--- src/hw/rtl/bb3_pkg.sv ---
// ----------------------------------------------------------------------------
// bb3_pkg: shared definitions for the 3x3 edge-aware box blur
// Constants, register codes and the structs passed between the blur modules.
// ----------------------------------------------------------------------------
package bb3_pkg;

  // Default sizes and register reset values.
  localparam int MAX_WIDTH_DEF   = 1024;
  localparam int MAX_HEIGHT_DEF  = 4096;
  localparam int FRAME_WIDTH_RST = 1024;
  localparam int FRAME_HEIGHT_RST = 480;

  // Register field widths; the data port is as wide as the widest one.
  localparam int FW_BITS    = 11;
  localparam int FH_BITS    = 13;
  localparam int CFG_DATA_W = 13;

  // Pixel and arithmetic widths.
  localparam int CH_W     = 8;
  localparam int PIX_W    = 3 * CH_W;
  localparam int ENTRY_W  = 2 * PIX_W;
  localparam int SUM_W    = 12;           // nine 8-bit values
  localparam int CNT_W    = 4;            // tap count, 1..9
  localparam int NUM_W    = SUM_W + 1;    // 2*sum + count
  localparam int RECIP_W  = 17;
  localparam int RECIP_SHIFT = 16;
  localparam int PROD_W   = SUM_W + RECIP_W;

  // Reciprocals scaled by 2^16; exact for every quotient that can occur here.
  localparam logic [RECIP_W-1:0] RECIP_ONE  = 17'd65536;
  localparam logic [RECIP_W-1:0] RECIP_DIV3 = 17'd21846;
  localparam logic [RECIP_W-1:0] RECIP_DIV9 = 17'd7282;

  localparam int OUT_FIFO_DEPTH = 8;

  typedef enum logic [0:0] {
    REG_FRAME_WIDTH  = 1'b0,
    REG_FRAME_HEIGHT = 1'b1
  } cfg_reg_e;

  // Which neighbors of the output pixel lie inside the frame.
  typedef struct packed {
    logic row_up;
    logic row_dn;
    logic col_lf;
    logic col_rt;
    logic last;
  } pos_t;

  // Per-channel box sums: index 2 is red, 1 green, 0 blue.
  typedef struct packed {
    logic [2:0][SUM_W-1:0] sum;
    logic [CNT_W-1:0]      cnt;
  } box_sum_t;

  typedef struct packed {
    logic [CH_W-1:0] red;
    logic [CH_W-1:0] green;
    logic [CH_W-1:0] blue;
    logic            last;
  } result_t;

endpackage

--- src/hw/rtl/bb3_window.sv ---
// ----------------------------------------------------------------------------
// bb3_window: 3x3 window and masked box sum
// Shifts one column into the window per item and sums the taps that lie
// inside the frame, with their count.
// ----------------------------------------------------------------------------
module bb3_window (
  input  logic                      clk_i,
  input  logic                      rst_ni,
  input  logic                      shift_en_i,
  input  logic [bb3_pkg::PIX_W-1:0] up2_i,
  input  logic [bb3_pkg::PIX_W-1:0] up1_i,
  input  logic [bb3_pkg::PIX_W-1:0] pix_i,
  input  logic                      sum_en_i,
  input  bb3_pkg::pos_t             pos_i,
  output bb3_pkg::box_sum_t         box_o
);
  import bb3_pkg::*;

  // window_q[line][tap]: line 0 is the oldest row, tap 2 the newest column.
  logic [PIX_W-1:0] window_q [3][3];
  box_sum_t         box_d;
  box_sum_t         box_q;
  logic [2:0]       row_ok;
  logic [2:0]       col_ok;
  logic [CNT_W-1:0] rows;
  logic [CNT_W-1:0] cols;

  always_ff @(posedge clk_i or negedge rst_ni) begin
    if (!rst_ni) begin
      for (int l = 0; l < 3; l++) begin
        for (int t = 0; t < 3; t++) begin
          window_q[l][t] <= '0;
        end
      end
    end else if (shift_en_i) begin
      for (int l = 0; l < 3; l++) begin
        window_q[l][0] <= window_q[l][1];
        window_q[l][1] <= window_q[l][2];
      end
      window_q[0][2] <= up2_i;
      window_q[1][2] <= up1_i;
      window_q[2][2] <= pix_i;
    end
  end

  always_comb begin
    row_ok = {pos_i.row_dn, 1'b1, pos_i.row_up};
    col_ok = {pos_i.col_rt, 1'b1, pos_i.col_lf};
    rows   = CNT_W'(1) + CNT_W'(pos_i.row_up) + CNT_W'(pos_i.row_dn);
    cols   = CNT_W'(1) + CNT_W'(pos_i.col_lf) + CNT_W'(pos_i.col_rt);
    box_d  = '0;
    for (int l = 0; l < 3; l++) begin
      for (int t = 0; t < 3; t++) begin
        if (row_ok[l] && col_ok[t]) begin
          for (int ch = 0; ch < 3; ch++) begin
            box_d.sum[ch] = box_d.sum[ch] + SUM_W'(window_q[l][t][CH_W*ch +: CH_W]);
          end
        end
      end
    end
    box_d.cnt = rows * cols;
  end

  always_ff @(posedge clk_i) begin
    if (sum_en_i) begin
      box_q <= box_d;
    end
  end

  assign box_o = box_q;

endmodule

--- config.mk ---
export PLATFORM = sky130hd
export DESIGN_NAME = bb3_window
export DESIGN_NICKNAME = d
export VERILOG_FILES = /design/src/hw/rtl/bb3_pkg.sv /design/src/hw/rtl/bb3_window.sv
export SDC_FILE = /design/constraint.sdc
export NUM_CORES = 1
export LEC_CHECK = 0
export BUFFER_PORTS_ARGS = -buffer_cell sky130_fd_sc_hd__buf_2
export CAP_MARGIN = 5
export CORE_AREA = 2 2 196 198
export DETAILED_ROUTE_END_ITERATION = 12
export DIE_AREA = 0 0 198 200
export PLACE_DENSITY = 0.69
export SYNTH_ARGS = -nofsm -noshare
export SYNTH_HDL_FRONTEND = slang
export SYNTH_SLANG_ARGS = --single-unit
--- constraint.sdc ---
create_clock -name clk_i -period 11.6 [get_ports clk_i]
set_clock_uncertainty 0.2 [all_clocks]
set_input_delay 2.32 -clock clk_i [delete_from_list [all_inputs] [get_ports clk_i]]
set_output_delay 2.32 -clock clk_i [all_outputs]
set_load 0.03 [all_outputs]
* Yosys cells after proc, flatten, opt, wreduce, memory -nomap -nowiden
Cells that the tools add are included.
Storage, ports and cells: flip-flop bits (word level) 256, latch bits 0, bits in writable memories 0, bits in read-only memories 0, input port bits 81, output and inout port bits 40, logic and storage cells 54, memories 0
Cells by class: add/subtract/negate cells 28, $mul 1, divide/modulo/power cells 0, magnitude comparators 0, equality and inequality tests 0, shift operators 0, muxes and demuxes 8, bitwise logic cells 0, reduce and logical (&&, ||, !) cells 4
Operators by type and width (number):
- 12-bit by 8-bit adder with 12-bit output | 23
- 36-bit two-way mux | 6
- 33-bit two-way mux | 1
- 32-bit two-way mux | 1
- 8-bit by 8-bit adder with 9-bit output | 1
- 2-bit by 1-bit adder with 3-bit output | 2
- 1-bit by 1-bit adder with 2-bit output, first input constant | 2
- 1-bit logical AND | 4
- 3-bit by 3-bit multiplier with 4-bit output | 1

* Logic depth before layout (Yosys ltp)
depth after elaboration 17, depth in mapped cells 53, gate-level depth less buffers 49

* Least setup slack after synthesis
Ideal clock, no wire load.
path kind input -> register, start point input pos_i[4] in the netlist's numbering, end point register box_q, in the netlist box_o[14], data pin, setup time 255 ps, arrival 10970 ps, required time 11145 ps, setup slack 175 ps, stages on the path 49, path buffers 4, path through buf_6 clkbuf_1 clkbuf_1 clkbuf_1 and3_1 ha_1 inv_1 fa_1 xnor2_1 xnor2_1 nand2_1 inv_1 ha_1 a21oi_1 o21bai_1 a21oi_1 xor2_1 o22ai_1 (+13 left out) nor3_1 xor2_1 mux2i_1 inv_1 ha_1 xnor2_1 nor2_1 a21oi_1 ha_1 o21ai_0 a21oi_1 o21ai_0 a221oi_1 o21ai_0 a211oi_1 a211oi_1 or4_1 and2_1
RTL lines:
- start: declaration | RTL line bb3_window.sv:14 | input bb3_pkg::pos_t pos_i,
- end signal: assignment | RTL line bb3_window.sv:66 | box_q <= box_d;
- end: declaration | RTL line bb3_window.sv:22 | box_sum_t box_q;

==> out/metrics.yaml <==
clock_tree:
  tritoncts: "yes"
  clkTransAtPathRegs_ps: 60
  clock_sinks: 256
  clockBufferDepth: 3
  clock_network_latency_to_the_later_pin_of_the_worst_skew_pair_ps: 590
  cts_made_buffers: 31
  cts_htree_levels: 1
  cts.root.buffer_cell: "sky130_fd_sc_hd__clkbuf_16"
min_path:
  worst_min_path_class: "reg2reg"
  count_of_cells_along_the_worst_hold_path: 1
pwr:
  total_power_mw: 6.58
  power.net_switching_mw: 2.86
  internal-power_mw: 3.72
  combinationalPowerShare: 0.650
  sequential_group_share_of_total_power: 0.187
  ir_drop_mv: 0.181
  power.share.clock: 0.163
  pwr_density_cell_mw_per_mm2: 284
  leakagePower_nw: 10.6
  swShare: 0.435
synthesis:
  post-synth-top-area-cell: "sky130_fd_sc_hd__dfrtp_1"
  synth_seq_area_share: 0.324
  asyncSetResetFlopFracSynth: 0.844
  yosysWarnings: 0
  yosys.cell_count.top_type: "sky130_fd_sc_hd__dfrtp_1"
  yosys_most_used_dff: "sky130_fd_sc_hd__dfrtp_1"
  synth_area_leaders: "sky130_fd_sc_hd__dfrtp_1 (26%), sky130_fd_sc_hd__ha_1 (12%), sky130_fd_sc_hd__mux2_2 (12%)"
  area_fraction_of_the_dominant_cell_type_after_synthesis: 0.265
  synth_area_mm2: 0.0204
  yosys.cell_types.count: 94
  postSynthCellCount: 2151
  netlist_top_cells_count: "sky130_fd_sc_hd__dfrtp_1 (216), sky130_fd_sc_hd__mux2_2 (213), sky130_fd_sc_hd__ha_1 (194)"
  synth_seq_cells: 256
  synth.net_count: 2450
  synth_enable_flop_cells: 40
  mean_post_synth_cell_area_um2: 9.49
critical_path:
  timing.critical_path.mode_cell: "sky130_fd_sc_hd__ha_1"
  critical-path-slowest-cell: "sky130_fd_sc_hd__fa_1"
  crit_cells: 45
  data_required_time_of_the_critical_path_ps: 11740
  crit-reg2reg-launch: "window_q[192]"
  worstSetupEndpointType: "register"
  critical_path.n_buffers_inverters: 6
  timing.critical_path.arrival_ps: 11100
  crit_end: "box_o[27]"
  worst_setup_sp: "pos_i[4]"
  setup.worst_path.class: "in2reg"
  worst_setup_path_start_kind: "input port"
  r2r_slack_ps: 2300
  delay_of_the_slowest_cell_on_the_worst_path_ps: 410
  timing.rr.end: "box_o[14]"
  path_delay_family: "compound AO/OA/AOI/OAI gates"
  reg2reg_depth: 38
  crit_fanout: 19
layout:
  storage_cell_area_mm2: 0.00661
  final_net_count: 2603
  multi_input_area_mm2: 0.0131
  layout-area-overhead-vs-synth_pct: 13.5
  antenna_cells: 0
  final_layout_size_suffix_gt1_frac: 0.218
  n_fill_cell: 3165
  stdcell_area_mm2: 0.0232
  final_cell_count_no_fill: 2838
place:
  gp_routability_congestion: 0.885
  numPortBuffers: 119
  dp.cells: 2780
  placed_wire_length_estimate_um: 35100
  placement.setup.worst_slack_ps: -121
  placed_area_mm2: 0.0219
drt:
  num_vias: 16300
  avgRoutedWirePerCell_um: 16.7
  route.detailed.drc: 0
  detail_route.vias_per_cell: 5.75
  drtIter0Drc: 875
  antenna_left: 0
  drt_pass1_iterations: 5
  routed_wirelength_um: 47300
timing:
  timing.hold.ws_ps: 300
  finalCritPeriodShare: 0.945
  fmax_mhz: 91.2
  final-hold-violation-count: 0
  setup-violations-final: 0
  max_slew.worst_pin.slew_ps: 980
  drv_slew: 0
  relSlewSlack: 0.346
  worst_slack_ps: 634
  min_period_ps: 10970
floorplanning:
  start_util: 0.546
  die-area_mm2: 0.0396
  die_height_um: 200
  die_width_um: 198
  core_area_mm2: 0.0374
  top_level_ports: 121
  rows: 71
grt:
  grt_pass1_vias: 16100
  grt_pass1_wl_um: 78800
  grt_start_max_net_pins: 89
  globalRouteOverflowTotal: 0
  antenna_found_initial: 0
  gr-usage-all-layers: 0.243
outcome:
  status: "finished clean"
run:
  cap_violations: 0
[worst min-delay path by stage]
stage	from	to	slack (ps)
6_report	window_q[197]	window_q[197]	300
5_1_grt	window_q[197]	window_q[197]	320
4_1_cts	window_q[208]	window_q[208]	300
3_5_place_dp	window_q[212]	window_q[212]	290
3_3_place_gp	window_q[199]	window_q[199]	280
2_1_floorplan	window_q[192]	window_q[192]	270
[worst register-to-register path, delay by kind of cell (launching register included)]
family	cells	cell delay, ps
adders and majority gates	8	3030
and+or+nand+nor	13	2490
muxes	1	210
AOI/OAI and AO/OA	9	1940
DFF	1	370
buffers and inverters	4	380
xor gates and xnor gates	3	440
[power groups by stage]
| stage | Combinational, mW | Sequential [mW] | Clock [mW] |
|---|---|---|---|
| 2_1_floorplan | 3.07 | 1.33 | 0 |
| 3_3_place_gp | 4.03 | 1.24 | 0 |
| 3_5_place_dp | 4.15 | 1.25 | 0 |
| 4_1_cts | 4.19 | 1.24 | 1.10 |
| 5_1_grt | 4.81 | 1.26 | 1.14 |
| 6_report | 4.28 | 1.23 | 1.07 |
[state kept, by name (all words and copies together) (netlist names)]
name      flops
window_q    216
box_o        40
[cells by family after synthesis]
family	synth area share
AO/OA/AOI/OAI	0.184
XOR/XNOR	0.0611
adder cells (fa/ha/maj)	0.143
buffers and inverters	0.0380
flip-flops	0.324
multiplexers	0.130
AND/OR/NAND/NOR	0.120
[placed cells by master, fill, tap and decap left out, types with 38 or more instances in the layout]
cell	count
sky130_fd_sc_hd__nand2_1	148
sky130_fd_sc_hd__nor2_1	174
sky130_fd_sc_hd__edfxtp_1	40
sky130_fd_sc_hd__dfrtp_1	216
sky130_fd_sc_hd__buf_4	69
sky130_fd_sc_hd__o21a_1	39
sky130_fd_sc_hd__xnor2_1	87
sky130_fd_sc_hd__a21o_1	50
sky130_fd_sc_hd__inv_1	131
sky130_fd_sc_hd__o21ai_0	153
sky130_fd_sc_hd__xor2_1	38
sky130_fd_sc_hd__buf_2	117
sky130_fd_sc_hd__mux2_2	213
sky130_fd_sc_hd__a21oi_1	144
sky130_fd_sc_hd__ha_1	193
[timing repair]
item,4_1_cts,5_1_grt
hold buffers,0,0
endpoints found under the setup margin,0,7
buffers inserted,0,2
resized for setup,0,27
[final cells by class]
| type | count | share of cell area |
|---|---|---|
| multi-input combinational | 1694 | 0.567 |
| sequential | 256 | 0.285 |
| timing repair buffer | 189 | 0.0494 |
| clock buffer | 45 | 0.0411 |
| tap | 511 | 0.0276 |
| inverter | 132 | 0.0214 |
| clock inverter | 11 | 0.00821 |
[metal layers]
metal	track usage	vias up	wire length (um)
li1	-	8086	-
met1	0.335	7846	22600
met2	0.401	313	21500
met3	0.0306	80	2010
met4	0.0724	0	1220
met5	0	-	0
[per-stage QoR]
step | utilization | TNS (ps)
2_1_floorplan | - | 0
3_3_place_gp | 0.585 | 0
3_5_place_dp | 0.585 | -121
4_1_cts | 0.616 | 0
5_1_grt | 0.619 | -65.1
6_report | 0.619 | 0
Power figures use the tool's default switching activity.
