<file path="src/hw/rtl/bb3_pkg.sv">
// ----------------------------------------------------------------------------
// bb3_pkg: shared definitions for the 3x3 edge-aware box blur
// Constants, register codes and the structs passed between the blur modules.
// ----------------------------------------------------------------------------
package bb3_pkg;

  // Default sizes and register reset values.
  localparam int MAX_WIDTH_DEF   = 1024;
  localparam int MAX_HEIGHT_DEF  = 4096;
  localparam int FRAME_WIDTH_RST = 1024;
  localparam int FRAME_HEIGHT_RST = 480;

  // Register field widths; the data port is as wide as the widest one.
  localparam int FW_BITS    = 11;
  localparam int FH_BITS    = 13;
  localparam int CFG_DATA_W = 13;

  // Pixel and arithmetic widths.
  localparam int CH_W     = 8;
  localparam int PIX_W    = 3 * CH_W;
  localparam int ENTRY_W  = 2 * PIX_W;
  localparam int SUM_W    = 12;           // nine 8-bit values
  localparam int CNT_W    = 4;            // tap count, 1..9
  localparam int NUM_W    = SUM_W + 1;    // 2*sum + count
  localparam int RECIP_W  = 17;
  localparam int RECIP_SHIFT = 16;
  localparam int PROD_W   = SUM_W + RECIP_W;

  // Reciprocals scaled by 2^16; exact for every quotient that can occur here.
  localparam logic [RECIP_W-1:0] RECIP_ONE  = 17'd65536;
  localparam logic [RECIP_W-1:0] RECIP_DIV3 = 17'd21846;
  localparam logic [RECIP_W-1:0] RECIP_DIV9 = 17'd7282;

  localparam int OUT_FIFO_DEPTH = 8;

  typedef enum logic [0:0] {
    REG_FRAME_WIDTH  = 1'b0,
    REG_FRAME_HEIGHT = 1'b1
  } cfg_reg_e;

  // Which neighbors of the output pixel lie inside the frame.
  typedef struct packed {
    logic row_up;
    logic row_dn;
    logic col_lf;
    logic col_rt;
    logic last;
  } pos_t;

  // Per-channel box sums: index 2 is red, 1 green, 0 blue.
  typedef struct packed {
    logic [2:0][SUM_W-1:0] sum;
    logic [CNT_W-1:0]      cnt;
  } box_sum_t;

  typedef struct packed {
    logic [CH_W-1:0] red;
    logic [CH_W-1:0] green;
    logic [CH_W-1:0] blue;
    logic            last;
  } result_t;

endpackage

</file>
<file path="src/hw/rtl/bb3_out_fifo.sv">
// ----------------------------------------------------------------------------
// bb3_out_fifo: result queue
// Small register FIFO that decouples the blur pipeline from the receiver and
// reports its fill level for input flow control.
// ----------------------------------------------------------------------------
module bb3_out_fifo #(
  parameter int  DEPTH = bb3_pkg::OUT_FIFO_DEPTH,
  localparam int PW    = $clog2(DEPTH),
  localparam int FCW   = $clog2(DEPTH + 1)
) (
  input  logic              clk_i,
  input  logic              rst_ni,
  input  logic              push_i,
  input  bb3_pkg::result_t  push_data_i,
  input  logic              pop_i,
  output logic              valid_o,
  output bb3_pkg::result_t  data_o,
  output logic [FCW-1:0]    count_o
);
  import bb3_pkg::*;

  result_t        store_q [DEPTH];
  logic [PW-1:0]  wr_ptr_q, wr_ptr_d;
  logic [PW-1:0]  rd_ptr_q, rd_ptr_d;
  logic [FCW-1:0] count_q, count_d;
  logic           do_pop;

  assign valid_o = (count_q != '0);
  assign do_pop  = pop_i && valid_o;
  assign data_o  = store_q[rd_ptr_q];
  assign count_o = count_q;

  always_comb begin
    wr_ptr_d = wr_ptr_q;
    rd_ptr_d = rd_ptr_q;
    count_d  = count_q;
    if (push_i) begin
      wr_ptr_d = (wr_ptr_q == PW'(DEPTH - 1)) ? '0 : wr_ptr_q + PW'(1);
    end
    if (do_pop) begin
      rd_ptr_d = (rd_ptr_q == PW'(DEPTH - 1)) ? '0 : rd_ptr_q + PW'(1);
    end
    if (push_i && !do_pop) begin
      count_d = count_q + FCW'(1);
    end else if (!push_i && do_pop) begin
      count_d = count_q - FCW'(1);
    end
  end

  always_ff @(posedge clk_i or negedge rst_ni) begin
    if (!rst_ni) begin
      wr_ptr_q <= '0;
      rd_ptr_q <= '0;
      count_q  <= '0;
    end else begin
      wr_ptr_q <= wr_ptr_d;
      rd_ptr_q <= rd_ptr_d;
      count_q  <= count_d;
    end
  end

  always_ff @(posedge clk_i) begin
    if (push_i) begin
      store_q[wr_ptr_q] <= push_data_i;
    end
  end

endmodule
</file>
<file path="config.mk">
export PLATFORM = sky130hd
export DESIGN_NAME = bb3_out_fifo
export DESIGN_NICKNAME = d
export VERILOG_FILES = /design/src/hw/rtl/bb3_pkg.sv /design/src/hw/rtl/bb3_out_fifo.sv
export SDC_FILE = /design/constraint.sdc
export NUM_CORES = 1
export LEC_CHECK = 0
export BUFFER_PORTS_ARGS = -buffer_cell sky130_fd_sc_hd__buf_2
export CORE_UTILIZATION = 60
export DETAILED_ROUTE_END_ITERATION = 10
export PLACE_DENSITY = 0.77
export SYNTH_ARGS = -nofsm -noshare
export SYNTH_HDL_FRONTEND = slang
export SYNTH_SLANG_ARGS = --single-unit
</file>
<file path="constraint.sdc">
create_clock -name clk_i -period 8.95 [get_ports clk_i]
set_clock_uncertainty 0.1 [all_clocks]
set_input_delay 2.2375 -clock clk_i [delete_from_list [all_inputs] [get_ports clk_i]]
set_output_delay 2.2375 -clock clk_i [all_outputs]
set_load 0.1 [all_outputs]
</file>
# Yosys cells after proc, flatten, opt, wreduce, memory -nomap -nowiden
# Memory sizes are Yosys's and may differ from the RTL's.
# Index checks and enable logic that the tools add are counted.
[word_totals]
input_bits = 29
ram_bits = 200
reg_bits = 10
mem_count = 1
[classes]
reduce_logical = 7
muxes = 6
n_addsub = 4
n_eq_ne = 2
[mem_list]
columns = ["memory", "words", "word_bits", "rd", "rd_ports_with_merged_regs", "wr", "line_no", "rtl"]
rows = [
  ["store_q", 8, 25, 1, 0, 1, "bb3_out_fifo.sv:22", "result_t store_q [DEPTH];"],
]
[op_table]
columns = ["op", "n"]
rows = [
  ["$mux 4", 2],
  ["$add 3x1->3 const B", 2],
  ["$eq 3x3->1 const B", 2],
  ["$mux 3", 2],
  ["$add 4x1->4 const B", 1],
  ["$reduce_bool 4->1", 1],
  ["$sub 4x1->4 const B", 1],
  ["$logic_and 1x1->1", 3],
  ["$logic_not 1->1", 2],
  ["$mux 1", 2],
  ["$reduce_bool 2->1", 1],
]

# Logic depth before layout (Yosys ltp)
# Gate-level depths: netlist of the first run.
[logic_depth]
ltp_word = 5
depth_mapped = 7
mapped_depth_nobuf = 7

# Worst setup path after synthesis of the first run
# Ideal clock, no wire load.
[synth_path]
kind = "in2reg"
from = "input push_i"
to = "memory store_q[0][0] (netlist name), enable pin"
cell_stages = 2
setup_slack_ns = 4.343
required_time_ns = 8.412
arrival_time_ns = 4.069
cell_sequence = "nand2b_1 -> nor3_1"
[synth_via]
elab_chain_len = 2
[synth_rtl]
columns = ["element", "line_no", "rtl"]
rows = [
  ["start: declaration", "bb3_out_fifo.sv:13", "input logic push_i,"],
  ["$mux 1", "bb3_out_fifo.sv:63", "if (push_i) begin"],
  ["$mux 1 (implied by the code)", "bb3_out_fifo.sv:64", "store_q[wr_ptr_q] <= push_data_i;"],
  ["end: declaration", "bb3_out_fifo.sv:22", ""],
]
# Every way passes these cells.

==> results of run 1 <==
## Yosys cell counts (3+ instances only)
library cell and n:
clkbuf_1 8, edfxtp_1 200, ha_1 7, o21ai_0 3
nor3_1 4, dfrtp_1 10, nand2_1 6, buf_6 6
mux4_1 42, nand2b_1 3, mux4_2 8, nor2_1 7
mux2_2 29
## layout make-up
| class | instances | area, um2 |
|---|---|---|
| well taps | 176 | 220 |
| clock buffers | 26 | 544 |
| multi-input cells | 127 | 1990 |
| inverters | 2 | 7.51 |
| repair buffers | 68 | 365 |
| flip-flops and latches | 210 | 6260 |
| clock inverters | 11 | 131 |
| fillers | 788 | 3880 |
## kinds of logic after synthesis
kind of cell             count (synthesis)
multiplexers                            80
AND/OR/NAND/NOR                         27
buffers and inverters                   18
adder cells (fa/ha/maj)                  8
AO/OA/AOI/OAI                           10
flip-flops                             210
XOR/XNOR                                 2
## sequential cells by signal, indices dropped and copies added, names as in the netlist
signal	cells
rd_ptr_q	3
wr_ptr_q	3
count_o	4
store_q	200
## cells in the final DEF, fill, tap and decap left out, types with 2 or more instances in the layout
cell type / Yosys / final
dfrtp_2: 0 / 2
nand2b_1: 3 / 3
or4_1: 2 / 2
nor2_2: 0 / 6
mux2_2: 29 / 29
a21oi_1: 2 / 2
mux4_1: 42 / 42
buf_2: 0 / 58
clkbuf_1: 8 / 5
nand3_1: 2 / 2
o211ai_1: 2 / 2
inv_1: 2 / 2
clkinvlp_4: 0 / 2
bufinv_16: 0 / 3
o21ai_0: 3 / 3
clkinv_2: 0 / 3
mux4_2: 8 / 8
ha_1: 7 / 7
dfrtp_1: 10 / 8
nand3b_1: 2 / 2
edfxtp_1: 200 / 200
nor3_2: 0 / 2
clkbuf_16: 0 / 21
nor3_1: 4 / 2
clkinv_1: 0 / 3
nand2_1: 6 / 6
xnor2_1: 2 / 2
buf_4: 0 / 10
## worst paths after layout
| check | startpoint | to | cells past startpoint |
|---|---|---|---|
| max in group asynchronous | rst_ni | rd_ptr_q[0] | 1 |
| setup / recovery | rd_ptr_q[0] | data_o[4] | 4 |
| hold reg to reg | wr_ptr_q[2] | wr_ptr_q[2] | 1 |
| setup reg to reg | count_o[0] | count_o[3] | 7 |
| hold / removal | wr_ptr_q[2] | wr_ptr_q[2] | 1 |
| min in group asynchronous | rst_ni | count_o[2] | 1 |
## routing by layer
metal	track usage [%]	vias to the layer above	share of wire [%]
li1	-	1686	-
met5	0	-	0.067
met4	6.64	2	1.7
met2	36.7	134	52
met3	4.23	23	6.3
met1	29.1	1947	40
## worst max-delay path: cells and delay by family, from the launching register on
| family | cells | cell delay [ns] |
|---|---|---|
| flops | 1 | 0.34 |
| mux | 2 | 0.97 |
| buf+inv | 2 | 0.96 |
## stage by stage
stage / cell area (um2) / hold WS [ns] / std cells
final: 9520 / 0.478 / 620
after global routing: 9520 / 0.503 / 620
after CTS: 9520 / 0.481 / 620
after detailed placement: 8840 / 0.467 / 583
after global placement: 8840 / 0.445 / 583
after floorplan: 8330 / 0.424 / 355
==> results.md, run 1 <==
* Site Rows at 42
* # resized after CTS at 0
* Slew headroom at roughly 22%
* CTS tree: yes
* Worst setup margin at approximately 3.8 ns
* Remaining global-route overflow at 0
* Chip height at between 100 and 150 um
* Post-Synth Adder-Cell Area at 1.29%
* Critical path, cell by cell: buf_4, mux4_1, mux2_2, buf_2
* Startpoint class of the critical path: register
* Die W at about 120 um
* Yosys cell types at 27
* Final Hold Viols at 0
* Synth Flop Type: edfxtp_1
* Port Buffers at between 50 and 60
* Syn nets at about 390
* Final setup viols at 0
* Clk buf depth at 3
* Hold WC Path Type: register to register
* Share of layout cells above drive strength 1 at between 30% and 40%
* Total track usage at a little over a fifth
* Final Max Tran Viols at 0
* CP required at 6.61 ns
* Clock-pin slew on the worst setup and hold paths at around 0.060 ns
* RSZ-0062 raised after global routing: no
* Final TNS setup at 0 ns
* First-pass DRT Iterations at 4
* Drt initial violations at between 200 and 250
* Post-route ant nets at 0
* Die ar. at 0.0144 mm2
* Post-Place Setup Slack at about 4.3 ns
* Syn Inst Count at around 360
* Worst EP arrival at roughly 2.8 ns
* Core ar. at ~0.013 mm2
* Seq/Total Area, Yosys at approximately 75%
* Period utilisation layout at 57.3%
* Highest clock rate at between 150 and 200 MHz
* H-tree depth at 1
* Initial antenna violation count at 1
* Compound-Gate Fraction of Synth Area at 1.04%
* Crit Path Max Fanout at 53
* Final WL at between 10000 and 15000 um
* Post-DR vias/cell at 6.12
* Largest net degree at the start of global routing at 54
* Ys async rst share at 4.76%
* Root buffer cell: clkbuf_16
* Setup slack, reg-to-reg at around 6.2 ns
* Outcome: complete, no violations
* Final Util at a little under three quarters
* WS Path Type: register to primary output
* CTS Buf Count at 21
* CP max stage cell: mux4_1
* Starting Density at roughly 62%
* Top cells by area, synth: edfxtp_1 (72%), mux4_1 (13%), mux2_2 (3.9%), dfrtp_1 (3.0%), mux4_2 (2.2%)
* Synth Register Bits at 210
* Clock latency on the worst-skew pair at roughly 0.47 ns
* # hold bufs at CTS at 0
* # Max-Cap Violations at 0
* Largest family of logic cells by synthesized area: multiplexers
* Nets at ~470
* Via count at between 3000 and 4000
* Post-DP HPWL at approximately 7600 um
* Min Clock Period, post-route at slightly above 5 ns
* CTS Sinks at 210
* CP endpoint kind: primary output
* Number of global-route vias before repair at ~4000
* Final Wtd Congestion at between 0.7 and 0.8
* Synth area leader: edfxtp_1
* Synth warn at 0
* Area growth syn-to-layout at 14.2%
* Avg Inst Size Synth at ~23 um2
* N_diodes at 0
* Post-CTS setup buffers at 0
* I/O Pins at 59
* CP max stage delay at roughly 0.68 ns
* Post-Synth Simple-Gate Area at 1.61%
* Mux cell area share after synthesis at 19.4%
* DR WL/cell at roughly 24 um
* DRC viols at 0
* Wire length of the first global-routing pass at around 23000 um
* Xor/xnor share of the synthesized area at 0.210%
* Worst-margin pin slew at about 1.2 ns
* Top cell type's share of synthesized area at roughly 70%
* Cell Area, Synth at 0.00833 mm2
* Post-synth EDFFs at 200
Power of run 1 is left out: the tool's default activity adds up to more than one toggle a clock period on the data nets, which glitch-free logic cannot reach.
==> run 2, diff against run 1 <==
==> constraint.sdc (replaced) <==
create_clock -name clk_i -period 5.25 [get_ports clk_i]
set_clock_uncertainty 0.1 [all_clocks]
set_input_delay 1.3125 -clock clk_i [delete_from_list [all_inputs] [get_ports clk_i]]
set_output_delay 1.3125 -clock clk_i [all_outputs]
set_load 0.1 [all_outputs]
==> run 2 against run 1 <==
- flip-flop and latch count unchanged
- highest routed layer is now met4
- die area unchanged
- global-route usage decreased by 0.50 points
- sequential share of layout area decreased by 0.13 points
- critical path type unchanged
- largest cell class unchanged
- register-to-register slack got worse by 3.7 ns
- clock-buffer cell count increased by 6
- routed wire length decreased by 4.0%
==> results.md, run 2 (synthesis results as in run 1) <==
* Clock latency on the worst-skew pair at 0.48 ns (about the same)
* Port Buffers at 58 (unchanged)
* Final TNS setup at 0 ns (unchanged)
* WS Path Type: register to primary output
* Highest clock rate at between 200 and 250 MHz
* Largest net degree at the start of global routing at 53 (-1.9%)
* Clock-pin slew on the worst setup and hold paths at 0.06 ns (about the same)
* Nets at 467 (unchanged)
* DRC viols at 0 (unchanged)
* CP max stage delay at 0.81 ns (+0.13 ns)
* CP required at 3.84 ns (-2.77 ns)
* Starting Density at 62.2% (unchanged)
* Wire length of the first global-routing pass at 22300 um (-2.1%)
* Crit Path Max Fanout at 30 (-43%)
* Startpoint class of the critical path: register
* Post-route ant nets at 0 (unchanged)
* CP max stage cell: dfrtp_2
* Post-DR vias/cell at 6.00 (-1.8%)
* Min Clock Period, post-route at approximately 4.3 ns
* CTS Buf Count at 21 (unchanged)
* Clk buf depth at 3 (unchanged)
* Hold WC Path Type: register to register
* Slew headroom at 19.3% (-2.7 points)
* # hold bufs at CTS at 0 (unchanged)
* Final Wtd Congestion at 0.738 (+1.3%)
* Final Hold Viols at 0 (unchanged)
* H-tree depth at 1 (unchanged)
* RSZ-0062 raised after global routing: no
* Period utilisation layout at about four fifths
* Remaining global-route overflow at 0 (unchanged)
* Critical path buffers and inverters at 2 (unchanged)
* # resized after CTS at 0 (unchanged)
* I/O Pins at 59 (unchanged)
* Root buffer cell: clkbuf_16
* Total track usage at 21.3% (-0.50 points)
* Core ar. at 0.0134 mm2 (unchanged)
* DR WL/cell at 23.1 um (-4.2%)
* Final setup viols at 0 (unchanged)
* Worst EP arrival at 2.85 ns (+0.06 ns)
* CP endpoint kind: primary output
* Critical path, cell by cell: buf_12, mux4_1, mux2_2, buf_2
* Initial antenna violation count at 0 (-1)
* Max FFs per register at 200 (unchanged)
* Drt initial violations at 349 (+48%)
* Area growth syn-to-layout at 14.4%
* N_diodes at 0 (unchanged)
* Final Max Tran Viols at 0 (unchanged)
* Die W at 120 um (unchanged)
* CP top delay family: multiplexers
* CTS tree: yes
* Via count at 3729 (-1.7%)
* Worst-margin pin slew at 1.21 ns (+0.0408 ns)
* Final WL at 14400 um (-4.0%)
* Most frequent cells in the layout: edfxtp_1 (200), buf_2 (58), mux4_1 (42)
* CTS Sinks at 210 (unchanged)
* Share of layout cells above drive strength 1 at 33.3% (+0.60 points)
* Most common cell after layout, fill and taps aside: edfxtp_1
* Post-Place Setup Slack at 1.47 ns (-2.85 ns)
* Outcome: complete, no violations
* Post-DP HPWL at 8020 um (+6.0%)
* # Max-Cap Violations at 0 (unchanged)
* Worst setup margin at 0.992 ns (-2.83 ns)
* Chip height at 120 um (unchanged)
* Die ar. at 0.0144 mm2 (unchanged)
* Site Rows at 42 (unchanged)
* First-pass DRT Iterations at 4 (unchanged)
* Post-CTS setup buffers at 0 (unchanged)
* Largest reg by FF count: store_q
* Number of global-route vias before repair at 3832 (-3.9%)
run 2: cell type report:
| type | count | area, um2 |
|---|---|---|
| Clock inverter | 6 | 65.1 |
| Tap cell | 176 | 220 |
| Timing Repair Buffer | 68 | 378 |
| Inverter | 2 | 7.51 |
| Fill cell | 782 | 3860 |
| Clock buffer | 32 | 617 |
| Sequential cell | 210 | 6260 |
| Multi-Input combinational cell | 127 | 1990 |
run 2: through the flow:
stage | instances | hold WS (ns) | utilization [%] | area [um2]
finish | 621 | 0.477 | 71.2 | 9540
global route | 621 | 0.505 | 71.2 | 9540
detailed placement | 583 | 0.463 | 66.1 | 8850
floorplan | 355 | 0.424 | - | 8330
global placement | 583 | 0.439 | 66.1 | 8850
CTS | 621 | 0.476 | 71.2 | 9540
run 2: worst paths after layout:
check | from | to | slack [ns] | depth (start not counted)
max | rd_ptr_q[0] | data_o[13] | 0.99 | 4
min | wr_ptr_q[2] | wr_ptr_q[2] | 0.48 | 1
max reg2reg | count_o[0] | count_o[3] | 2.49 | 7
min reg2reg | wr_ptr_q[2] | wr_ptr_q[2] | 0.48 | 1
max in group asynchronous | rst_ni | rd_ptr_q[0] | 4.23 | 1
min in group asynchronous | rst_ni | count_o[0] | 0.59 | 1
run 2: metal layers:
layer | GRT usage [%] | share of wire (%)
met5 | 0 | 0
met4 | 5.16 | 1.3
met3 | 3.99 | 5.4
met2 | 35.0 | 49
met1 | 30.0 | 45
run 2: worst reg2reg max path, cell delays in order, from the launching register on:
cell and delay [ns]:
dfrtp_1 0.48, o41ai_4 0.53, ha_1 0.33, inv_1 0.13, ha_1 0.36, or4_1 0.49, o211ai_1 0.12, o211ai_1 0.10
Power of run 2 is left out for the same reason.
==> run 3, diff against run 2 <==
==> constraint.sdc (replaced) <==
create_clock -name clk_i -period 4.1 [get_ports clk_i]
set_clock_uncertainty 0.1 [all_clocks]
set_input_delay 1.025 -clock clk_i [delete_from_list [all_inputs] [get_ports clk_i]]
set_output_delay 1.025 -clock clk_i [all_outputs]
set_load 0.1 [all_outputs]
==> run 3 against run 2 <==
- non-clock buffer count rose by 4
- sequential share of layout area fell by 0.43 points
- core utilization rose by 0.47 points
- cell count did not move
- via count rose by 1.2%
- largest cell class unchanged
==> results.md, run 3 (synthesis results as in run 1) <==
* RSZ-0062 raised after global routing: no
* CTS Sinks at 210 (unchanged)
* DR WL/cell at 23.0 um (-0.42%)
* Most frequent cells in the layout: edfxtp_1 (200), buf_2 (58), mux4_1 (42)
* Via count at 3774 (+1.2%)
* Post-DR vias/cell at 6.08 (+1.2%)
* Reg-to-Reg End: count_o[3]
* # hold bufs at CTS at 0 (unchanged)
* Final Util at 71.6% (+0.47 points)
* Post-DP HPWL at 8120 um (+1.2%)
* Root buffer cell: clkbuf_16
* # Max-Cap Violations at 0 (unchanged)
* First-pass DRT Iterations at 4 (unchanged)
* Clock-pin slew on the worst setup and hold paths at 0.06 ns (about the same)
* N_diodes at 0 (unchanged)
* Crit Path Max Fanout at 40 (+33%)
* Final TNS setup at 0 ns (unchanged)
* Final Wtd Congestion at 0.714 (-3.2%)
* Starting Density at 62.2% (unchanged)
* Site Rows at 42 (unchanged)
* Die W at 120 um (unchanged)
* WS Path Type: register to primary output
* CP required at 2.97 ns (-0.87 ns)
* Grt peak-use layer: met2
* Clock latency on the worst-skew pair at 0.48 ns (about the same)
* H-tree depth at 1 (unchanged)
* CP endpoint kind: primary output
* Nets at 470 (+0.64%)
* Initial antenna violation count at 1 (+1)
* Met1 Use GR at 29.6% (-0.40 points)
* Final setup viols at 0 (unchanged)
* Max FFs per register at 200 (unchanged)
* Worst EP arrival at 2.66 ns (-0.19 ns)
* Wire length of the first global-routing pass at 22100 um (-1.2%)
* Post-CTS setup buffers at 0 (unchanged)
* Post-Place Setup Slack at 0.807 ns (-0.663 ns)
* R2R depth at 7 (unchanged)
* Largest reg by FF count: store_q
* Core ar. at 0.0134 mm2 (unchanged)
* Startpoint class of the critical path: register
* Number of global-route vias before repair at 3957 (+3.3%)
* Die ar. at 0.0144 mm2 (unchanged)
* Clk buf depth at 3 (unchanged)
* CTS Buf Count at 20 (-4.8%)
* Largest net degree at the start of global routing at 41 (-23%)
* DRC viols at 0 (unchanged)
* CTS tree: yes
* Most common cell after layout, fill and taps aside: edfxtp_1
* Final Max Tran Viols at 0 (unchanged)
* Final WL at 14300 um (-0.42%)
* Worst-margin pin slew at 0.758 ns (-0.453 ns)
* FF-to-FF Start: count_o[0]
* Port Buffers at 58 (unchanged)
* Chip height at 120 um (unchanged)
* Area growth syn-to-layout at 15.2%
* Outcome: complete, no violations
* Setup slack, reg-to-reg at 1.32 ns (-1.17 ns)
* # resized after CTS at 0 (unchanged)
* Slew headroom at 49.4% (+30 points)
* Drt initial violations at 258 (-26%)
* Period utilisation layout at 92.3%
* Min Clock Period, post-route at between 3 and 4 ns
* Post-route ant nets at 0 (unchanged)
* I/O Pins at 59 (unchanged)
* Met2 Use GR at 33.9% (-1.1 points)
* Worst setup margin at 0.316 ns (-0.677 ns)
* Remaining global-route overflow at 0 (unchanged)
* Highest clock rate at between 200 and 300 MHz
* Met3 Use GR at 3.80% (-0.19 points)
* Hold WC Path Type: primary input to asynchronous set/reset pin
* Final Hold Viols at 0 (unchanged)
* Total track usage at 20.9% (-0.33 points)
* Share of layout cells above drive strength 1 at 33.3% (unchanged)
[run 3: worst max-delay path by stage]
stage	depth (start not counted)	slack, ns	end	start
3_3_place_gp	4	0.83	data_o[23]	rd_ptr_q[0]
4_1_cts	4	0.27	data_o[12]	rd_ptr_q[0]
5_1_grt	4	0.22	data_o[12]	rd_ptr_q[0]
6_report	4	0.32	data_o[12]	rd_ptr_q[0]
3_5_place_dp	4	0.81	data_o[3]	rd_ptr_q[0]
2_1_floorplan	2	0.71	store_q[0][0]	push_i
[run 3: per-layer routing]
| metal | wire length (um) | part of all wire (%) |
|---|---|---|
| met1 | 6050 | 42 |
| met3 | 852 | 6.0 |
| met5 | 10 | 0.070 |
| met4 | 344 | 2.4 |
| met2 | 7040 | 49 |
[run 3: critical path: stages, from the launching register on]
cell and delay (ns):
dfrtp_2 0.62, buf_12 0.32, mux4_1 0.62, mux2_2 0.30, buf_2 0.29
[run 3: through the flow]
| stage | hold slack, ns | instance area [um2] | cells |
|---|---|---|---|
| after floorplan | 0.424 | 8330 | 355 |
| after global routing | 0.311 | 9600 | 621 |
| final | 0.301 | 9600 | 621 |
| after global placement | 0.447 | 8930 | 587 |
| after detailed placement | 0.457 | 8930 | 587 |
| after CTS | 0.299 | 9600 | 621 |
[run 3: layout make-up]
class | count | area (um2)
clock buffers | 24 | 537
clock inverters | 10 | 128
fillers | 787 | 3800
inverters | 2 | 7.51
multi-input cells | 127 | 1990
flip-flops and latches | 210 | 6260
well taps | 176 | 220
repair buffers | 72 | 458
Power of run 3 is left out for the same reason.
