`src/hw/rtl/bb3_pkg.sv`:
```
// ----------------------------------------------------------------------------
// bb3_pkg: shared definitions for the 3x3 edge-aware box blur
// Constants, register codes and the structs passed between the blur modules.
// ----------------------------------------------------------------------------
package bb3_pkg;

  // Default sizes and register reset values.
  localparam int MAX_WIDTH_DEF   = 1024;
  localparam int MAX_HEIGHT_DEF  = 4096;
  localparam int FRAME_WIDTH_RST = 1024;
  localparam int FRAME_HEIGHT_RST = 480;

  // Register field widths; the data port is as wide as the widest one.
  localparam int FW_BITS    = 11;
  localparam int FH_BITS    = 13;
  localparam int CFG_DATA_W = 13;

  // Pixel and arithmetic widths.
  localparam int CH_W     = 8;
  localparam int PIX_W    = 3 * CH_W;
  localparam int ENTRY_W  = 2 * PIX_W;
  localparam int SUM_W    = 12;           // nine 8-bit values
  localparam int CNT_W    = 4;            // tap count, 1..9
  localparam int NUM_W    = SUM_W + 1;    // 2*sum + count
  localparam int RECIP_W  = 17;
  localparam int RECIP_SHIFT = 16;
  localparam int PROD_W   = SUM_W + RECIP_W;

  // Reciprocals scaled by 2^16; exact for every quotient that can occur here.
  localparam logic [RECIP_W-1:0] RECIP_ONE  = 17'd65536;
  localparam logic [RECIP_W-1:0] RECIP_DIV3 = 17'd21846;
  localparam logic [RECIP_W-1:0] RECIP_DIV9 = 17'd7282;

  localparam int OUT_FIFO_DEPTH = 8;

  typedef enum logic [0:0] {
    REG_FRAME_WIDTH  = 1'b0,
    REG_FRAME_HEIGHT = 1'b1
  } cfg_reg_e;

  // Which neighbors of the output pixel lie inside the frame.
  typedef struct packed {
    logic row_up;
    logic row_dn;
    logic col_lf;
    logic col_rt;
    logic last;
  } pos_t;

  // Per-channel box sums: index 2 is red, 1 green, 0 blue.
  typedef struct packed {
    logic [2:0][SUM_W-1:0] sum;
    logic [CNT_W-1:0]      cnt;
  } box_sum_t;

  typedef struct packed {
    logic [CH_W-1:0] red;
    logic [CH_W-1:0] green;
    logic [CH_W-1:0] blue;
    logic            last;
  } result_t;

endpackage

```
`src/hw/rtl/bb3_div.sv`:
```
// ----------------------------------------------------------------------------
// bb3_div: rounded mean by constant reciprocal
// Computes floor((2*sum + count) / (2*count)) per channel with a shift and a
// multiply by a scaled reciprocal of 1, 3 or 9.
// ----------------------------------------------------------------------------
module bb3_div (
  input  logic                         clk_i,
  input  logic                         en_i,
  input  bb3_pkg::box_sum_t            box_i,
  output logic [2:0][bb3_pkg::CH_W-1:0] mean_o
);
  import bb3_pkg::*;

  logic [1:0]              sh;
  logic [RECIP_W-1:0]      recip;
  logic [NUM_W-1:0]        num     [3];
  logic [NUM_W-1:0]        shifted [3];
  logic [PROD_W-1:0]       prod_d  [3];
  logic [PROD_W-1:0]       prod_q  [3];

  // Divisor 2*count splits into a power of two and a factor of 1, 3 or 9.
  always_comb begin
    case (box_i.cnt)
      4'd1:    begin sh = 2'd1; recip = RECIP_ONE;  end
      4'd2:    begin sh = 2'd2; recip = RECIP_ONE;  end
      4'd3:    begin sh = 2'd1; recip = RECIP_DIV3; end
      4'd4:    begin sh = 2'd3; recip = RECIP_ONE;  end
      4'd6:    begin sh = 2'd2; recip = RECIP_DIV3; end
      4'd9:    begin sh = 2'd1; recip = RECIP_DIV9; end
      default: begin sh = 2'd1; recip = RECIP_ONE;  end
    endcase
    for (int ch = 0; ch < 3; ch++) begin
      num[ch]     = {box_i.sum[ch], 1'b0} + NUM_W'(box_i.cnt);
      shifted[ch] = num[ch] >> sh;
      prod_d[ch]  = PROD_W'(shifted[ch]) * PROD_W'(recip);
    end
  end

  always_ff @(posedge clk_i) begin
    if (en_i) begin
      for (int ch = 0; ch < 3; ch++) begin
        prod_q[ch] <= prod_d[ch];
      end
    end
  end

  always_comb begin
    for (int ch = 0; ch < 3; ch++) begin
      mean_o[ch] = prod_q[ch][RECIP_SHIFT +: CH_W];
    end
  end

endmodule

```
`config.mk`:
```
export PLATFORM = sky130hd
export DESIGN_NAME = bb3_div
export DESIGN_NICKNAME = d
export VERILOG_FILES = /design/src/hw/rtl/bb3_pkg.sv /design/src/hw/rtl/bb3_div.sv
export SDC_FILE = /design/constraint.sdc
export NUM_CORES = 1
export LEC_CHECK = 0
export BUFFER_PORTS_ARGS = -buffer_cell sky130_fd_sc_hd__clkbuf_2
export CAP_MARGIN = 20
export CELL_PAD_IN_SITES_DETAIL_PLACEMENT = 2
export CELL_PAD_IN_SITES_GLOBAL_PLACEMENT = 2
export CORE_MARGIN = 2
export CORE_UTILIZATION = 35
export CTS_CLUSTER_SIZE = 30
export DETAILED_ROUTE_END_ITERATION = 6
export PLACE_DENSITY = 0.87
export SLEW_MARGIN = 25
export SYNTH_ARGS = -nofsm -noshare
export SYNTH_HDL_FRONTEND = slang
export SYNTH_SLANG_ARGS = --single-unit
```
`constraint.sdc`:
```
create_clock -name clk_i -period 6.6 [get_ports clk_i]
set_input_delay 0 -clock clk_i [delete_from_list [all_inputs] [get_ports clk_i]]
set_output_delay 0 -clock clk_i [all_outputs]
set_load 0.1 [all_outputs]
```
=== After elaboration in Yosys (flattened, before gate mapping) ===
Memory sizes are Yosys's and may differ from the RTL's.
Index checks and enable logic that the tools add are counted.

* Add/subtract/negate cells: 3
* Multipliers: 3
* Equal/unequal tests: 5
* Shift operators: 3
* Multiplexer cells: 4
* Reduce and logical (&&, ||, !) cells: 2

{| class="wikitable"
|+ Operators by type and width
! cell !! number
|-
| $mul A13 B17 Y29 || 3
|-
| $add A13 B4 Y13 || 3
|-
| $shr A13 B2 Y13 || 3
|-
| $pmux W17 S2 || 1
|-
| $eq A4 B2 Y1 const B || 2
|-
| $eq A4 B3 Y1 const B || 2
|-
| $eq A4 B4 Y1 const B || 1
|-
| $pmux W2 S2 || 1
|-
| $reduce_or A2 Y1 || 2
|-
| $mux W1 || 2
|}

* Bits in registers: 0
* Memory bits (writable): 87
* Bits of input ports: 42
* Output and inout bits: 24
* Logic and storage cells: 21
* Memories kept: 1

{| class="wikitable"
|+ Memory list
! name !! depth !! bits a word !! rd ports !! clocked after Yosys merged registers in !! write ports !! line !! RTL
|-
| prod_q || 3 || 29 || 3 || 0 || 3 || bb3_div.sv:19 || <nowiki>logic [PROD_W-1:0] prod_q [3];</nowiki>
|}

=== Longest topological paths before layout ===
Gate-level depths: netlist of the first run.

* Depth in word-level cells: 5
* Gate-level depth with buffers: 29
* Depth with buffers taken out: 28

=== Least setup slack after synthesis of the first run ===
No wires, ideal clock.

* Kind: input-to-reg
* From: input port box_i[1] (netlist name)
* To: memory prod_q[0][81] (netlist name) (data pin)
* Setup time: 0.260 ns
* Arrival: 6.524 ns
* Required time: 6.340 ns
* Setup slack: -0.184 ns
* Stages: 25
* Buffers on the path: 0
* Cell sequence: ha_1 > fa_1 > a21oi_1 > nor2_1 > a31o_1 > a311o_1 > mux2_4 > a21oi_1 > inv_1 > fa_1 > fa_1 > fa_1 > inv_1 > fa_1 > inv_1 > fa_1 > inv_1 > ha_1 > a21o_1 > a2111oi_0 > o31ai_2 > a41oi_2 > o211ai_1 > a31oi_1 > xnor2_1

{| class="wikitable"
|+ RTL lines
! element !! line !! RTL
|-
| start: declaration || bb3_div.sv:9 || <nowiki>input bb3_pkg::box_sum_t box_i,</nowiki>
|-
| end: declaration || bb3_div.sv:19 ||
|}

==> impl_metrics.py, run 1 <==
metrics = {
    "grt": {
        "grt.total_usage_pct": 29.8,
        "grt_pass1_vias": 14600,
        "antenna_found_initial": 1,
        "grt_pass1_wl_um": 86500,
        "grt_max_degree": 29,
        "grt_overflow": 0,
    },
    "critical_path": {
        "cp_common_cell": "buf_4",
        "critPathSlowestCell": "fa_2",
        "critPathBufInv": 7,
        "crit_arrival_ns": 6.91,
        "cp_slowest_stage_delay_ns": 0.61,
        "critPathTopFamily": "adder cells",
        "cp-end-kind": "flip-flop",
        "path_max_fanout": 7,
        "crit_type": "in2reg",
        "required_ns": 6.64,
        "critPathLaunchType": "input port",
    },
    "final_layout": {
        "largest_registers": "prod_q (24)",
        "largest_reg_flops": 24,
        "regMostFlops": "prod_q",
        "final_cell_area_mm2": 0.0168,
        "drive_gt1_share_pct": 29.1,
        "areaGrowthSynthToFinish_pct": 28.8,
        "final_nets": 2247,
    },
    "placement": {
        "place_congestion": 0.916,
        "hpwlAfterDp_um": 48500,
        "pre_cts_ws_ns": -0.938,
        "postPlaceCellArea_mm2": 0.0153,
        "port_buffers": 65,
    },
    "logic_synthesis": {
        "yosysWarnings": 0,
        "synthesis.instances": 1472,
        "async_flop_share_pct": 0,
        "synthFlopType": "edfxtp_1",
        "syn_area_per_cell_um2": 8.85,
        "synth_edf_count": 24,
        "seq_area_frac_synth_pct": 5.53,
        "ys_ff_latch": 24,
        "yosysUniqueCellTypes": 74,
        "netlist_area_mm2": 0.0130,
    },
    "pwr": {
        "power.internal_mw": 1.58,
        "swShare_pct": 59.1,
        "power_mw": 3.86,
        "power_frac_comb_pct": 86.3,
        "p_seq_share_pct": 8.7,
        "vdd_drop_max_uv": 321,
        "power_density_mw_per_mm2": 230,
        "p_clk_share_pct": 5.0,
        "switchingPower_mw": 2.28,
        "p_leak_nw": 8.91,
    },
    "route": {
        "postRouteAntennaNets": 0,
        "wire_per_inst_um": 31.2,
        "drt_iter0_markers": 724,
        "drt-total-wl_um": 69300,
        "vias": 12700,
        "route.detailed.drc": 0,
        "drt_pass1_iterations": 5,
        "viasPerCell": 5.69,
    },
    "cts": {
        "clockBufferDepth": 2,
        "cts_hold_buf": 0,
        "path_clk_slew_ns": 0.08,
        "htree_levels": 1,
        "cts_sinks": 24,
        "cts_buffers": 3,
        "cts_tree": "built",
        "root_buffer": "clkbuf_16",
    },
    "min_path": {
        "min_to": "prod_q[0][52]",
        "hold_depth": 1,
        "hp-class": "in2reg",
        "hold_start": "en_i",
    },
    "sta": {
        "layout_min_cycle_time_ns": 6.87,
        "finalSetupViolCount": 18,
        "rsz0062_at_grt": "true",
        "finalHoldViolCount": 0,
        "worst_slack_ns": -0.272,
        "fmax_ghz": 0.146,
        "finalCritPeriodShare_pct": 104,
        "worst_pin_slew_ns": 0.757,
        "maxSlewHeadroom_pct": 49.5,
        "slew_viol_final": 0,
    },
    "floorplanning": {
        "initial_utilization_pct": 35.6,
        "ios": 66,
        "die-area_mm2": 0.0388,
        "chipWidth_um": 197,
        "num_rows": 70,
        "die_h_um": 197,
        "core_region_area_mm2": 0.0366,
    },
    "status": {
        "status": "finished with violations",
        "failed_checks": "setup timing",
    },
    "job": {
        "maxCapViolCount": 0,
    },
}
-- worst max-delay path by stage --
stage | start | end | cells past startpoint | slack, ns
after detailed placement | box_i[1] | prod_q[0][23] | 28 | -0.94
after global placement | box_i[1] | prod_q[0][52] | 28 | -0.28
after global routing | box_i[3] | prod_q[0][52] | 27 | -0.45
after floorplan | box_i[1] | prod_q[0][81] | 25 | 0.03
final | box_i[3] | prod_q[0][52] | 26 | -0.27
after CTS | box_i[2] | prod_q[0][52] | 29 | -0.006
-- power by group through the flow --
| stage | sequential [mW] | clock (mW) | combinational (mW) |
|---|---|---|---|
| after global routing | 0.343 | 0.202 | 3.53 |
| after detailed placement | 0.336 | 0 | 2.87 |
| after CTS | 0.334 | 0.197 | 2.96 |
| after global placement | 0.330 | 0 | 2.58 |
| after floorplan | 0.905 | 0 | 1.37 |
| final | 0.335 | 0.193 | 3.33 |
-- through the flow --
| step | std cells | utilization (%) | setup TNS [ns] | hold WS, ns |
|---|---|---|---|---|
| 2_1_floorplan | 1485 | - | 0 | 0.112 |
| 3_3_place_gp | 2175 | 41.8 | -2.71 | 0.705 |
| 3_5_place_dp | 2175 | 41.8 | -13.05 | 0.714 |
| 4_1_cts | 2191 | 43.3 | -0.00606 | 0.502 |
| 5_1_grt | 2222 | 45.8 | -5.72 | 0.524 |
| 6_report | 2223 | 45.8 | -2.54 | 0.469 |
-- what timing repair did --
action                     4_1_cts  5_1_grt
pin swaps                       35      100
gates resized for setup         94      166
setup endpoints to repair       22       23
hold endpoints to repair         0        0
buffers inserted                12       31
-- metal layers --
layer / part of all wire (%) / vias to the layer above / wire, um / GRT usage, %
met1: 33 / 6435 / 22900 / 29.2
met5: 0 / - / 0 / 0
met3: 4.7 / 411 / 3280 / 3.92
li1: - / 5147 / - / -
met2: 52 / 662 / 35900 / 59.3
met4: 11 / 0 / 7310 / 17.3
-- cells in the final DEF (no fill, tap or decap), types with 10 or more instances in the layout --
cell type  instances
fa_2              26
ha_4              12
o21ai_2           11
o21ai_1           10
nand2_1           55
nor2_1           101
edfxtp_1          24
a21o_1            16
and2_1            10
a21oi_2           25
xnor2_1           40
a21oi_1           22
nand3_1           16
nor2_2            14
o21ai_0           11
inv_1            412
fa_1             202
xor2_1            11
nor2_4            11
ha_1             205
conb_1            15
buf_4            226
clkbuf_2          63
inv_2             12
-- cell families after synthesis --
logic type | after synthesis | synth area share (%)
simple gates | 274 | 9.59
mux | 11 | 0.922
fa+ha+maj | 450 | 56.4
compound gates | 194 | 10.2
buf+inv | 457 | 13.3
flops | 24 | 5.53
other cells | 2 | 0.0577
xor+xnor | 60 | 4.04
-- final cells by class --
cell class,instances,area (um^2)
fillers,3946,19800
multi-input cells,1004,11600
repair buffers,298,2130
inverters,424,1590
flip-flops and latches,24,721
well taps,468,586
clock buffers,3,75.1
clock inverters,1,30.0
diodes,1,2.50
-- synthesized netlist by cell type, types with 5 or more instances --
library cell	instances	share of area (%)
nand3_1	17	0.65
nor3_1	10	0.38
edfxtp_1	24	5.5
mux2i_1	6	0.46
a21o_1	16	0.92
a31oi_1	8	0.38
nand4_1	8	0.38
o22ai_1	8	0.38
fa_1	228	35
o21a_1	7	0.40
buf_2	8	0.31
nand2_1	59	1.7
or2_2	10	0.48
a22oi_1	5	0.29
and2_1	12	0.58
o21ai_0	33	1.3
xnor2_1	45	3.0
a211oi_1	6	0.35
nand2b_1	9	0.43
and3_1	5	0.24
clkbuf_1	20	0.58
ha_1	222	21
o211ai_1	7	0.40
a21oi_1	54	2.1
inv_1	424	12
xor2_1	15	1.0
nor2_1	126	3.6
Power figures use the tool's default switching activity.
==> run 2, diff against run 1 <==
- CTS_BUF_LIST: unset -> sky130_fd_sc_hd__clkbuf_8
- PLACE_DENSITY: 0.87 -> 0.84
- clock period: 6.6 -> 7 ns (I/O delays scaled with it)
==> run 2 against run 1 <==
  * The flow now finishes without violations
  * Design area down 12%
  * Sequential share of layout area up 0.60 points
  * Utilization shrank 5.6 points
  * Non-clock buffer count is 149 lower
  * Routed wire length down 34%
  * Critical path type unchanged
  * Largest cell class unchanged
  * Via count down 16%
  * Largest power group unchanged
  * Die area unchanged
  * Setup slack better by 0.46 ns
  * Global-route usage fell by 5.7 points
  * First-iteration DRC count fell by 55%
  * Sequential power down 6.9%
==> impl_metrics.py, run 2 (synthesis gave the netlist of run 1 again) <==
metrics = {
    "pwr": {
        "power.internal_mw": 1.22,
        "vdd_drop_max_uv": 323,
        "swShare_pct": 59.6,
        "p_seq_share_pct": 10.3,
        "p_clk_share_pct": 4.4,
        "power_mw": 3.02,
        "p_leak_nw": 8.02,
        "power_density_mw_per_mm2": 205,
        "power_frac_comb_pct": 85.3,
        "switchingPower_mw": 1.80,
    },
    "grt": {
        "grt_overflow": 0,
        "grt_pass1_wl_um": 71100,
        "grt_max_degree": 52,
        "antenna_found_initial": 1,
        "grt.total_usage_pct": 24.1,
        "grt_pass1_vias": 12900,
    },
    "route": {
        "wire_per_inst_um": 22.1,
        "wl_met3_um": 1430,
        "vias": 10700,
        "viasPerCell": 5.14,
        "dr_wl_met2_um": 25100,
        "drt-total-wl_um": 45800,
        "route.detailed.drc": 0,
        "drt_pass1_iterations": 5,
        "top_layer_used": "met4",
        "postRouteAntennaNets": 0,
        "wl_met1_um": 17500,
        "drt_iter0_markers": 329,
    },
    "cts": {
        "path_clk_slew_ns": 0.10,
        "cts_hold_buf": 0,
        "cts_tree": "built",
        "clockBufferDepth": 2,
        "htree_levels": 1,
        "cts_buffers": 3,
        "cts_sinks": 24,
        "root_buffer": "clkbuf_8",
    },
    "sta": {
        "maxSlewHeadroom_pct": 45.9,
        "slew_viol_final": 0,
        "fmax_ghz": 0.147,
        "layout_min_cycle_time_ns": 6.82,
        "worst_pin_slew_ns": 0.803,
        "finalHoldViolCount": 0,
        "finalSetupTns_ns": 0,
        "finalSetupViolCount": 0,
        "finalCritPeriodShare_pct": 97.4,
    },
    "critical_path": {
        "crit_type": "in2reg",
        "crit_arrival_ns": 6.88,
        "cp-end-kind": "flip-flop",
        "crit_end": "prod_q[0][79]",
        "critPathLaunchType": "input port",
        "path_max_fanout": 3,
        "crit_start": "box_i[1]",
        "required_ns": 7.07,
    },
    "final_layout": {
        "drive_gt1_share_pct": 13.0,
        "largest_registers": "prod_q (24)",
        "mostFrequentLayoutCells": "inv_1, fa_1, ha_1",
        "areaGrowthSynthToFinish_pct": 13.1,
        "fillerInstances": 4084,
        "regMostFlops": "prod_q",
        "mostFrequentLayoutCell": "inv_1",
        "final_nets": 2098,
        "largest_reg_flops": 24,
    },
    "floorplanning": {
        "num_rows": 70,
        "ios": 66,
        "core_region_area_mm2": 0.0366,
        "initial_utilization_pct": 35.6,
        "die-area_mm2": 0.0388,
        "chipWidth_um": 197,
        "die_h_um": 197,
    },
    "min_path": {
        "hp-class": "in2reg",
    },
    "job": {
        "maxCapViolCount": 0,
    },
    "placement": {
        "place_congestion": 0.897,
        "hpwlAfterDp_um": 41200,
        "port_buffers": 65,
    },
    "status": {
        "status": "finished, final reports clean",
    },
}
[run 2: through the flow]
stage / hold slack [ns] / cells / cell area, um^2 / setup WS [ns] / utilization [%]
floorplan: 0.112 / 1485 / 13100 / 0.216 / -
global placement: 0.712 / 2067 / 14500 / -0.0170 / 39.6
detailed placement: 0.711 / 2067 / 14500 / -0.375 / 39.6
CTS: 0.483 / 2071 / 14600 / 0.0120 / 39.8
global route: 0.501 / 2073 / 14700 / -0.0868 / 40.2
finish: 0.485 / 2074 / 14700 / 0.183 / 40.2
[run 2: critical path: stages]
cell and delay (ns):
clkbuf_2 0.10, ha_1 0.24, fa_2 0.40, a21oi_2 0.19, nor2_1 0.08, a31o_1 0.19
a311o_1 0.39, mux2_4 0.30, a21oi_2 0.14, inv_1 0.09, fa_1 0.54, fa_1 0.53
fa_1 0.54, inv_1 0.06, fa_1 0.54, inv_1 0.06, fa_1 0.53, inv_1 0.04
ha_1 0.33, a21o_1 0.21, a2111oi_4 0.34, buf_4 0.16, o31ai_2 0.08, a41oi_2 0.29
o211ai_1 0.21, a21oi_2 0.21, xnor2_1 0.07
[run 2: worst min path at each step]
stage                   from            end  slack (ns)  cells past startpoint
3_5_place_dp   prod_q[0][16]      mean_o[0]        0.71                      1
4_1_cts                 en_i  prod_q[0][46]        0.48                      1
3_3_place_gp   prod_q[0][75]     mean_o[17]        0.71                      1
2_1_floorplan           en_i  prod_q[0][16]        0.11                      0
6_report                en_i  prod_q[0][48]        0.49                      1
5_1_grt                 en_i  prod_q[0][46]        0.50                      1
[run 2: power by group through the flow]
stage	clock (mW)	combinational (mW)	sequential [mW]
detailed placement	0	2.55	0.318
finish	0.134	2.58	0.312
global placement	0	2.36	0.320
floorplan	0	1.29	0.853
global route	0.148	2.84	0.323
CTS	0.143	2.58	0.315
[run 2: metal layers]
| layer | vias up | global-route usage (%) |
|---|---|---|
| met2 | 206 | 47.4 |
| li1 | 4856 | - |
| met1 | 5489 | 26.4 |
| met4 | 0 | 8.10 |
| met3 | 109 | 3.25 |
| met5 | - | 0 |
[run 2: what timing repair did]
item,in CTS,in global routing
endpoints found under the hold margin,0,0
pin swaps,1,10
setup buffers,0,2
gates cloned,0,0
gates resized for setup,0,37
setup endpoints to repair,2,16
[run 2: cell type report]
type | count | area, um^2 | area share (%)
repair buffers | 149 | 981 | 6.66
clock inverters | 1 | 30.0 | 0.204
flip-flops and latches | 24 | 721 | 4.89
multi-input cells | 1004 | 10800 | 73.2
well taps | 468 | 586 | 3.98
diodes | 1 | 2.50 | 0.0170
clock buffers | 3 | 41.3 | 0.280
inverters | 424 | 1590 | 10.8
==> run 3, diff against run 2 <==
- CTS_BUF_LIST: sky130_fd_sc_hd__clkbuf_8 -> unset
- REMOVE_ABC_BUFFERS: unset -> 1
- SKIP_CTS_REPAIR_TIMING: unset -> 1
==> run 3 against run 2 <==
  * Hold slack better by 0.043 ns
  * Utilization up 0.45 points
  * Combinational power increased by 2%
  * Routed wire length grew 8.4%
  * Sequential cell count unchanged
  * Die area stayed put
  * Fmax down 0.76%
  * Critical path type unchanged
  * Highest routed layer unchanged
==> impl_metrics.py, run 3 (synthesis gave the netlist of run 1 again) <==
metrics = {
    "pwr": {
        "power_density_mw_per_mm2": 212,
        "vdd_drop_max_uv": 329,
        "p_leak_nw": 8.13,
        "power.internal_mw": 1.27,
        "swShare_pct": 59.6,
        "p_clk_share_pct": 6.3,
        "p_seq_share_pct": 10.0,
        "switchingPower_mw": 1.88,
        "power_frac_comb_pct": 83.8,
        "power_mw": 3.15,
    },
    "floorplanning": {
        "ios": 66,
        "num_rows": 70,
        "core_region_area_mm2": 0.0366,
        "die-area_mm2": 0.0388,
        "chipWidth_um": 197,
        "die_h_um": 197,
        "initial_utilization_pct": 35.6,
    },
    "grt": {
        "grt.total_usage_pct": 25.3,
        "antenna_found_initial": 1,
        "grt_pass1_vias": 13200,
        "grt_pass1_wl_um": 74000,
        "grt_overflow": 0,
        "grt_max_degree": 25,
    },
    "final_layout": {
        "mostFrequentLayoutCells": "inv_1, fa_1, ha_1",
        "multiInputGateArea_mm2": 0.0108,
        "fin_util_pct": 40.7,
        "largest_reg_flops": 24,
        "final_nets": 2115,
        "layout.cells.non_filler": 2091,
        "seq_area_um2": 721,
        "mostFrequentLayoutCell": "inv_1",
        "regMostFlops": "prod_q",
        "fillerInstances": 4074,
        "drive_gt1_share_pct": 14.4,
        "areaGrowthSynthToFinish_pct": 14.4,
        "largest_registers": "prod_q (24)",
    },
    "min_path": {
        "hp-class": "in2reg",
        "hold_depth": 1,
        "min_to": "prod_q[0][47]",
        "hold_start": "en_i",
    },
    "placement": {
        "hpwlAfterDp_um": 42800,
        "port_buffers": 65,
        "place_congestion": 0.928,
        "dp_cells": 2077,
    },
    "sta": {
        "maxSlewHeadroom_pct": 41.7,
        "finalSetupTns_ns": 0,
        "finalSetupViolCount": 0,
        "slew_viol_final": 0,
        "fmax_ghz": 0.146,
        "whs_ns": 0.528,
        "finalHoldViolCount": 0,
        "rsz0062_at_grt": "true",
        "layout_min_cycle_time_ns": 6.87,
        "worst_pin_slew_ns": 0.875,
        "finalCritPeriodShare_pct": 98.1,
    },
    "route": {
        "wire_per_inst_um": 23.7,
        "drt_pass1_iterations": 5,
        "vias": 10900,
        "drt-total-wl_um": 49600,
        "viasPerCell": 5.21,
        "drt_iter0_markers": 408,
        "postRouteAntennaNets": 0,
        "route.detailed.drc": 0,
    },
    "critical_path": {
        "cp-end-kind": "flip-flop",
        "critPathLaunchType": "input port",
        "cp_common_cell": "fa_1",
        "crit_type": "in2reg",
        "path_max_fanout": 9,
        "required_ns": 7.07,
        "critPathSlowestCell": "fa_1",
        "crit_arrival_ns": 6.94,
        "cp_slowest_stage_delay_ns": 0.60,
    },
    "cts": {
        "cts_buffers": 3,
        "cts_tree": "built",
        "htree_levels": 1,
        "cts_sinks": 24,
        "clockBufferDepth": 2,
        "path_clk_slew_ns": 0.11,
        "root_buffer": "clkbuf_16",
    },
    "status": {
        "status": "finished, final reports clean",
    },
    "job": {
        "maxCapViolCount": 0,
    },
}
## run 3: cell types whose count changed in the layout (fill, tap and decap cells not counted), moves of 2 or more
cell	change
o21ai_1	+2
nor2_2	+2
o21ai_2	+2
buf_4	+18
a21oi_1	-5
nor2_1	-2
a21oi_2	+6
clkbuf_16	+3
o21ai_0	-4
clkbuf_8	-3
## run 3: final cells by class
cell class                 instances  area share (%)
tap                              468            3.93
clock buffer                       3           0.504
inverter                         424            10.7
clock inverter                     1           0.202
timing repair buffer             166            7.36
antenna                            1          0.0168
sequential                        24            4.84
multi-input combinational       1004            72.5
## run 3: per-layer routing
| layer | up-vias | part of all wire (%) | track usage (%) |
|---|---|---|---|
| met2 | 263 | 53 | 48.8 |
| met1 | 5600 | 38 | 28.0 |
| met4 | 0 | 5.0 | 10.1 |
| li1 | 4889 | - | - |
| met5 | - | 0 | 0 |
| met3 | 132 | 3.0 | 3.08 |
## run 3: worst max-delay path by stage
stage | startpoint | slack [ns] | to | depth (start not counted)
global placement | box_i[1] | -0.17 | prod_q[0][81] | 27
detailed placement | box_i[1] | -0.50 | prod_q[0][81] | 27
finish | box_i[1] | 0.13 | prod_q[0][22] | 30
floorplan | box_i[0] | -0.87 | prod_q[0][81] | 22
global route | box_i[2] | -0.17 | prod_q[0][52] | 31
CTS | box_i[1] | -0.18 | prod_q[0][81] | 27
## run 3: per-stage QoR
step | worst slack, ns | instance area (um^2)
6_report | 0.131 | 14900
5_1_grt | -0.168 | 14900
4_1_cts | -0.185 | 14700
3_5_place_dp | -0.502 | 14500
3_3_place_gp | -0.167 | 14500
2_1_floorplan | -0.870 | 12900
## run 3: worst max-delay path: cells and delay by family
family,cells,cell delay [ns]
adder cells (fa/ha/maj),8,3.57
AO/OA/AOI/OAI,12,2.19
buffers and inverters,7,0.74
AND/OR/NAND/NOR,3,0.41
## run 3: power by group through the flow
stage	clock [mW]	combinational, mW	sequential (mW)
after floorplan	0	1.28	0.853
after global placement	0	2.36	0.313
after detailed placement	0	2.57	0.317
after CTS	0.203	2.59	0.315
after global routing	0.206	2.91	0.321
final	0.198	2.64	0.315
